**src/hw/rtl/rdlf_pkg.sv**
```systemverilog
// Shared constants for the lab-frame direction rotation block.
package rdlf_pkg;

   localparam int FIELD_W = 32;
   localparam int FRAC_BITS_DEFAULT = 30;
   localparam int IN_FIELDS = 6;
   localparam int OUT_FIELDS = 3;

endpackage

```
**src/hw/rtl/rdlf_out_buf.sv**
```systemverilog
// Output register with a skid stage that decouples the pipeline from the result channel.
module rdlf_out_buf
   import rdlf_pkg::*;
#(
   parameter int W = OUT_FIELDS * FIELD_W
) (
   input  logic         clock,
   input  logic         reset,
   input  logic         push_valid,
   input  logic [W-1:0] push_data,
   output logic         skid_full,
   output logic         rsp_tvalid,
   input  logic         rsp_tready,
   output logic [W-1:0] rsp_tdata
);

   logic         out_valid_ff;
   logic [W-1:0] out_data_ff;
   logic         skid_valid_ff;
   logic [W-1:0] skid_data_ff;
   logic         push;

   assign push = push_valid && !skid_valid_ff;

   always_ff @(posedge clock) begin
      if (reset) begin
         out_valid_ff  <= 1'b0;
         skid_valid_ff <= 1'b0;
      end else if (!out_valid_ff || rsp_tready) begin
         if (skid_valid_ff) begin
            out_valid_ff  <= 1'b1;
            out_data_ff   <= skid_data_ff;
            skid_valid_ff <= 1'b0;
         end else begin
            out_valid_ff <= push;
            out_data_ff  <= push_data;
         end
      end else if (push) begin
         skid_valid_ff <= 1'b1;
         skid_data_ff  <= push_data;
      end
   end

   assign skid_full  = skid_valid_ff;
   assign rsp_tvalid = out_valid_ff;
   assign rsp_tdata  = out_data_ff;

endmodule

```
**config.mk**
```make
export PLATFORM = sky130hd
export DESIGN_NAME = rdlf_out_buf
export DESIGN_NICKNAME = d
export VERILOG_FILES = /design/src/hw/rtl/rdlf_pkg.sv /design/src/hw/rtl/rdlf_out_buf.sv
export SDC_FILE = /design/constraint.sdc
export NUM_CORES = 1
export LEC_CHECK = 0
export ABC_CLOCK_PERIOD_IN_PS = 11900
export BUFFER_PORTS_ARGS = -buffer_cell sky130_fd_sc_hd__buf_2
export CORE_MARGIN = 3
export CORE_UTILIZATION = 25
export CTS_BUF_LIST = sky130_fd_sc_hd__clkbuf_4
export CTS_CLUSTER_SIZE = 30
export DETAILED_ROUTE_END_ITERATION = 8
export REMOVE_ABC_BUFFERS = 1
export SYNTH_ARGS = -nofsm -noshare
export SYNTH_HDL_FRONTEND = slang
export SYNTH_SLANG_ARGS = --single-unit
```
**constraint.sdc**
```tcl
create_clock -name clock -period 11.9 [get_ports clock]
set_input_delay 2.38 -clock clock [delete_from_list [all_inputs] [get_ports clock]]
set_output_delay 2.38 -clock clock [all_outputs]
set_load 0.03 [all_outputs]
```
After elaboration in Yosys (flattened, before gate mapping)

Index checks and enable logic that the tools add are counted.

Register bits: 194
Memories kept: 0
Word-level logic and storage cells: 15
Bits in writable memories: 0
Output and inout port bits: 98
Bits in read-only memories: 0
Bits of input ports: 100
Bits in latches: 0

Multipliers: 0
Bitwise operators: 2
Add/subtract/negate cells: 0
Div/mod/pow operators: 0
Muxes and demuxes: 2
Equal/unequal tests: 0
Reductions and logical operators: 7
$lt $le $gt $ge: 0
Shift-type cells: 0

Operator list:

| cell                | number |
|---|---|
| 2-to-1 mux 96 bit   | 1 |
| AND reduction 3 bit | 1 |
| logical NOT 1 bit   | 2 |
| inverter 1 bit      | 2 |
| AND reduction 2 bit | 1 |
| OR reduction 2 bit  | 1 |
| logical AND 1 bit   | 1 |
| logical OR 1 bit    | 1 |
| 2-to-1 mux 1 bit    | 1 |

Depth between registers and ports, before layout

Gate-level depths: netlist (run 1).

Word-level depth: 4
Mapped depth: 5
Gate-level depth less buffers: 2

Worst setup path after synthesis (run 1)

Ideal clock, no wire load.

Path type: in2reg
Start: input rsp_tready
End: register skid_data_ff[0] (enable)
Stages: 2
Setup time: 0.606 ns
Required time: 11.294 ns
Arrival: 7.787 ns
Setup slack: 3.507 ns
Path buffers: 0
Cells stage by stage: nand2b_1 > nor4b_2

Cells in the longest elaborated chain, start to end: 3

Ends and longest elaborated chain:

| what                          | line               | RTL |
|---|---|---|
| from (decl)                   | rdlf_out_buf.sv:13 | `input logic rsp_tready,` |
| logical OR 1 bit              | rdlf_out_buf.sv:29 | `end else if (!out_valid_ff \|\| rsp_tready) begin` |
| inverter 1 bit (no line)      | --                 |  |
| AND reduction 3 bit (no line) | --                 |  |
| to (signal assigned)          | rdlf_out_buf.sv:40 | `skid_data_ff <= push_data;` |
| to (decl)                     | rdlf_out_buf.sv:20 | `logic [W-1:0] skid_data_ff;` |

Every way passes these cells.
A chain may end at the register's enable or synchronous reset.

Worst setup path after layout (run 1)

Start: input rsp_tready
End: register out_data_ff[60], in the netlist rsp_tdata[60] (enable)

Cells in the longest elaborated chain, start to end: 2

Ends and longest elaborated chain:

| what                          | line               | RTL |
|---|---|---|
| logical OR 1 bit              | rdlf_out_buf.sv:29 |  |
| AND reduction 2 bit (no line) | --                 |  |
| to (signal assigned)          | rdlf_out_buf.sv:32 | `out_data_ff <= skid_data_ff;` |
| to (signal assigned)          | rdlf_out_buf.sv:36 | `out_data_ff <= push_data;` |
| to (decl)                     | rdlf_out_buf.sv:18 | `logic [W-1:0] out_data_ff;` |

Every way passes these cells.

==> results of run 1 <==
==> worst reg2reg max path: cells and delay by family (launching register included) <==
kind / cells / cell delay [ns]
multiplexers: 1 / 0.47
flip-flops: 1 / 0.44
buffers and inverters: 2 / 1.37
==> logic make-up (layout without fill, tap and decap cells) <==
logic type / count (synthesis) / count (layout)
flip-flops: 194 / 194
multiplexers: 96 / 96
buffers and inverters: 11 / 235
AND/OR/NAND/NOR: 5 / 5
AO/OA/AOI/OAI: 1 / 1
==> synth_stat cells (all sizes together) <==
cell,instances
a21oi,1
buf,11
dfxtp,2
edfxtp,192
mux2,96
nand2b,1
nor2,1
nor2b,1
nor3,1
nor4b,1
==> state kept, by name, indices dropped and copies added, names as in the netlist <==
signal,flops
rsp_tdata,96
skid_data_ff,96
rsp_tvalid,1
skid_full,1
==> layout make-up <==
cell class | instances | area [µm²]
tap | 372 | 465
clock buffer | 19 | 143
timing repair buffer | 203 | 1030
sequential | 194 | 5810
multi-input combinational | 102 | 1210
clock inverter | 13 | 181
fill | 2654 | 18600
==> path summary, 6_finish.rpt <==
check / end / slack [ns] / cells after the start
hold / removal: rsp_tdata[70] / 0.53 / 1
setup reg to reg: rsp_tdata[17] / 9.40 / 3
setup / recovery: rsp_tdata[60] / 7.93 / 5
hold reg to reg: rsp_tdata[70] / 0.53 / 1
==> cell usage in the layout, fill, tap and decap left out <==
| master | count |
|---|---|
| clkinvlp_4 | 2 |
| inv_6 | 3 |
| buf_2 | 197 |
| nor2b_4 | 1 |
| edfxtp_1 | 192 |
| clkinv_4 | 1 |
| nand2b_1 | 1 |
| bufinv_16 | 4 |
| clkbuf_4 | 19 |
| mux2_4 | 18 |
| a21oi_1 | 1 |
| nor3_1 | 1 |
| dfxtp_1 | 1 |
| mux2_2 | 78 |
| clkinv_1 | 3 |
| nor4b_4 | 1 |
| nor2_1 | 1 |
| dfxtp_4 | 1 |
| buf_4 | 6 |
==> metal layers <==
metal  part of all wire [%]  routed length (µm)  up-vias  GRT usage (%)
met5                   0.14                  21        -              0
met4                   0.63                  91        4           2.41
met3                    7.8                1130       10           3.78
met2                     47                6830      134           14.8
met1                     44                6470     1750           12.5
li1                       -                   -     1648              -
==> power by group through the flow <==
stage          registers, mW  clock network [mW]  logic [mW]
3_5_place_dp           0.804                   0       0.126
4_1_cts                0.789               0.420       0.126
5_1_grt                0.791               0.445       0.132
2_1_floorplan          0.852                   0      0.0306
6_report               0.789               0.400       0.124
3_3_place_gp           0.805                   0       0.124
==> per-stage QoR <==
step / setup slack, ns / cell area [µm²]
global route: 7.87 / 8840
floorplan: 3.51 / 7000
global placement: 7.39 / 8510
detailed placement: 7.32 / 8510
finish: 7.93 / 8840
CTS: 7.96 / 8840
==> impl_metrics.tcl, run 1 <==
set metrics [dict create \
    finalCritPeriodShare_pct 33.3 \
    antennaDiodeCount 0 \
    yosys_warnings 0 \
    post-synth-top-area-cell "edfxtp_1" \
    setup_viol 0 \
    ant_nets 0 \
    critPathBufInv 3 \
    cts_tree "done" \
    cts_made_buffers 17 \
    cts_root_buffer "clkbuf_4" \
    crit_path_top_delay_cell "buf_4" \
    slew_violations 0 \
    rsz0062_at_grt "false" \
    max_cap_viol_count 0 \
    place_congestion 0.662 \
    drt_iter0_markers 258 \
    vias 3546 \
    startpoint "rsp_tready" \
    intPower_uw 998 \
    r2r-start "skid_full" \
    grt_pass1_vias 3564 \
    p_leak_nw 3.21 \
    syn2layout_area_growth_pct 24.9 \
    clkPwrFrac_pct 30.5 \
    status "complete, no violations" \
    synth.top_cell.area_share_pct 81.5 \
    synth_mux_area_share_pct 16.2 \
    required_ns 12.08 \
    gr-total-overflow 0 \
    ys_types 12 \
    crit_top_cell "buf_4" \
    min_from "skid_data_ff[70]" \
    path_delay_family "buffers and inverters" \
    fp.dieH_um 174 \
    vias_per_cell 3.93 \
    drc 0 \
    clkTransAtPathRegs_ns 0.17 \
    dpl.hpwl_um 9480 \
    start_util_pct 25.8 \
    critical_path_arrival_ns 4.14 \
    fin_total_pwr_mw 1.31 \
    wl_um 14500 \
    syn-instance-count 307 \
    postCtsSetupRepairBufs 0 \
    ir_drop_mv 0.0600 \
    die-area_um2 30400 \
    die_w_um 174 \
    synth_xor_area_share_pct 0 \
    coreArea_um2 27400 \
    cpPeakStageDelay_ns 0.75 \
    synth_seq_area_share_pct 82.1 \
    clkLatencyLatePin_ns 0.56 \
    wire_per_inst_um 16.1 \
    sequentialPowerShare_pct 60.1 \
    holdCritPathClass "register to register" \
    switching_share_pct 23.9 \
    pwr_density_cell_nw_per_um2 148 \
    cts.htree.levels 4 \
    clk_path_buf_depth 2 \
    yosys_register_bits 194 \
    crit_fanout 57 \
    syn_avg_cell_area_um2 23.0 \
    syn-cell-area_um2 7080 \
    num-nets-final 618 \
    synthAdderAreaFrac_pct 0 \
    pin_count 198 \
    grt_pass1_wl_um 21700 \
    cts-resized-gates 0 \
    fin_setup_tns_ns 0 \
    core.rowCount 60 \
    crit_type "primary input to register" \
    grtUsageTotal_pct 9.52 \
    clock_skew_ns 0.0269 \
    cts_sinks 194 \
    synth_area_leaders "edfxtp_1 81%, mux2_2 12%, mux2_4 3.8%" \
    synth_top_family_by_area "multiplexers" \
    fmax_mhz 252 \
    synth-compound-area-share_pct 0.0707 \
    combPwrFrac_pct 9.4 \
    max-slew-margin-rel_pct 33.9 \
    start_kind "primary input" \
    dpl.cell_count 871 \
    critPathCaptureType "register" \
    antenna_found_initial 2 \
    port_buffers 197 \
    hold_viol_final 0 \
    post_route_cells_drive_above_1_share_pct 62.3 \
    final_util_pct 32.2 \
    worst_slew_pin_slew_ns 0.991 \
    hold-worst-slack_ns 0.534 \
    dr.pass1.iters 4 \
    period_minus_slack_ns 3.97 \
    yosys.area_share.simple_pct 0.513 \
    grt_max_degree 64 \
    instances_no_fill 903 \
    cts_hold_buf 0 \
    path_cells "buf_2 -> nand2b_1 -> nor2b_4 -> buf_4 -> buf_4" \
    power_switching_uw 314 \
]
Note: power is estimated with default switching activity, not from simulation.
==> inputs of run 2 (changes only) <==
--- a/config.mk
+++ b/config.mk
@@ -5,7 +5,7 @@
 export SDC_FILE = /design/constraint.sdc
 export NUM_CORES = 1
 export LEC_CHECK = 0
-export ABC_CLOCK_PERIOD_IN_PS = 11900
+export ABC_CLOCK_PERIOD_IN_PS = 4100
 export BUFFER_PORTS_ARGS = -buffer_cell sky130_fd_sc_hd__buf_2
 export CORE_MARGIN = 3
 export CORE_UTILIZATION = 25
==> constraint.sdc (replaced) <==
create_clock -name clock -period 4.1 [get_ports clock]
set_input_delay 0.82 -clock clock [delete_from_list [all_inputs] [get_ports clock]]
set_output_delay 0.82 -clock clock [all_outputs]
set_load 0.03 [all_outputs]
==> impl_metrics.tcl, run 2 (synthesis results as in run 1) <==
set metrics [dict create \
    drc 0 \
    fmax_mhz 431 \
    final_util_pct 32.0 \
    period_minus_slack_ns 2.32 \
    holdCritPathClass "primary input to register" \
    dpl.hpwl_um 9300 \
    clkLatencyLatePin_ns 0.54 \
    cts-resized-gates 0 \
    crit_type "register to output pin" \
    max-slew-margin-rel_pct 38.3 \
    power_switching_uw 881 \
    path_delay_family "flip-flops" \
    status "complete, no violations" \
    port_buffers 197 \
    die_w_um 174 \
    dpl_cell_area_um2 8510 \
    min_from "push_data[39]" \
    hold_viol_final 0 \
    place_congestion 0.675 \
    wl_um 14200 \
    cts_sinks 194 \
    regToRegEndpoint "rsp_tdata[19]" \
    cts_hold_buf 0 \
    wire_per_inst_um 15.7 \
    intPower_mw 2.77 \
    switching_share_pct 24.1 \
    num-nets-final 618 \
    coreArea_um2 27400 \
    critPathBufInv 1 \
    r2r_slack_ns 2.11 \
    max_cap_viol_count 0 \
    path_cells "buf_2" \
    die-area_um2 30400 \
    sequentialPowerShare_pct 62.7 \
    vias 3547 \
    clkTransAtPathRegs_ns 0.16 \
    grt_pass1_wl_um 21500 \
    start_util_pct 25.8 \
    fin_area_um2 8780 \
    mostFrequentLayoutCells "197 x buf_2, 192 x edfxtp_1, 78 x mux2_2" \
    clkPwrFrac_pct 27.6 \
    combPwrFrac_pct 9.7 \
    crit_fanout 25 \
    syn2layout_area_growth_pct 24.1 \
    clk_path_buf_depth 2 \
    post_route_cells_drive_above_1_share_pct 62.3 \
    setup_viol 0 \
    grt_pass1_vias 3533 \
    critical_path_arrival_ns 1.50 \
    antenna_found_initial 4 \
    slew_violations 0 \
    grt_max_degree 68 \
    finalCritPeriodShare_pct 56.6 \
    crit_path_top_delay_cell "dfxtp_4" \
    fp.dieH_um 174 \
    cts_tree "done" \
    p_leak_nw 3.19 \
    r2r_cells 2 \
    hold_path_depth 1 \
    cts_root_buffer "clkbuf_4" \
    cts_made_buffers 17 \
    postCtsSetupRepairBufs 0 \
    r2r-start "skid_full" \
    vias_per_cell 3.92 \
    ant_nets 0 \
    dr.pass1.iters 4 \
    rsz0062_at_grt "false" \
    core.rowCount 60 \
    required_ns 3.28 \
    min_to "skid_data_ff[39]" \
    worst_slew_pin_slew_ns 0.925 \
    cpPeakStageDelay_ns 0.64 \
    drt_iter0_markers 196 \
    ir_drop_mv 0.187 \
    cts.htree.levels 4 \
    pin_count 198 \
    pwr_density_cell_nw_per_um2 416 \
    final_common_cell "buf_2" \
    startpoint "skid_full" \
    critPathCaptureType "output pin" \
    start_kind "register" \
    gr-total-overflow 0 \
    clock_skew_ns 0.0195 \
    grtUsageTotal_pct 9.24 \
]
[run 2: cell types whose count changed in the layout (fill, tap and decap cells not counted), sizes merged]
cell    change
bufinv      -2
clkinv      +2
diode       +2
inv         -2
clkbuf      +1
[run 2: metal layers]
layer,up-vias,track usage [%],wire (µm)
li1,1649,-,-
met1,1738,12.4,6460
met2,140,13.5,6350
met3,16,3.82,1120
met4,4,3.28,203
met5,-,0,27
[run 2: area by class of cell]
| type | instances | area, µm² |
|---|---|---|
| timing repair buffer | 203 | 1030 |
| clock inverter | 11 | 114 |
| sequential | 194 | 5810 |
| tap | 372 | 465 |
| antenna | 2 | 5.00 |
| multi-input combinational | 102 | 1210 |
| fill | 2676 | 18600 |
| clock buffer | 20 | 150 |
[run 2: per-stage QoR]
| stage | setup WS, ns | power [mW] | setup TNS [ns] | cells | hold WS, ns |
|---|---|---|---|---|---|
| 2_1_floorplan | -3.76 | 2.56 | -523.99 | 296 | 0.524 |
| 3_3_place_gp | 1.61 | 2.69 | 0 | 871 | 0.527 |
| 3_5_place_dp | 1.53 | 2.70 | 0 | 871 | 0.531 |
| 4_1_cts | 1.65 | 3.73 | 0 | 902 | 0.359 |
| 5_1_grt | 1.64 | 3.82 | 0 | 904 | 0.367 |
| 6_report | 1.78 | 3.65 | 0 | 904 | 0.454 |
[run 2: power by group through the flow]
stage | Clock [mW] | Sequential, mW | Combinational (mW)
after floorplan | 0 | 2.47 | 0.0888
after global placement | 0 | 2.34 | 0.357
after global routing | 1.14 | 2.30 | 0.382
final | 1.01 | 2.29 | 0.354
after CTS | 1.07 | 2.29 | 0.363
after detailed placement | 0 | 2.34 | 0.362
[run 2: worst max path at each step]
stage                            end  slack [ns]  cells after the start
finish                     skid_full        1.78                      1
global route               skid_full        1.64                      1
CTS                        skid_full        1.65                      1
detailed placement  skid_data_ff[55]        1.53                      4
global placement    skid_data_ff[55]        1.61                      4
floorplan            skid_data_ff[0]       -3.76                      1
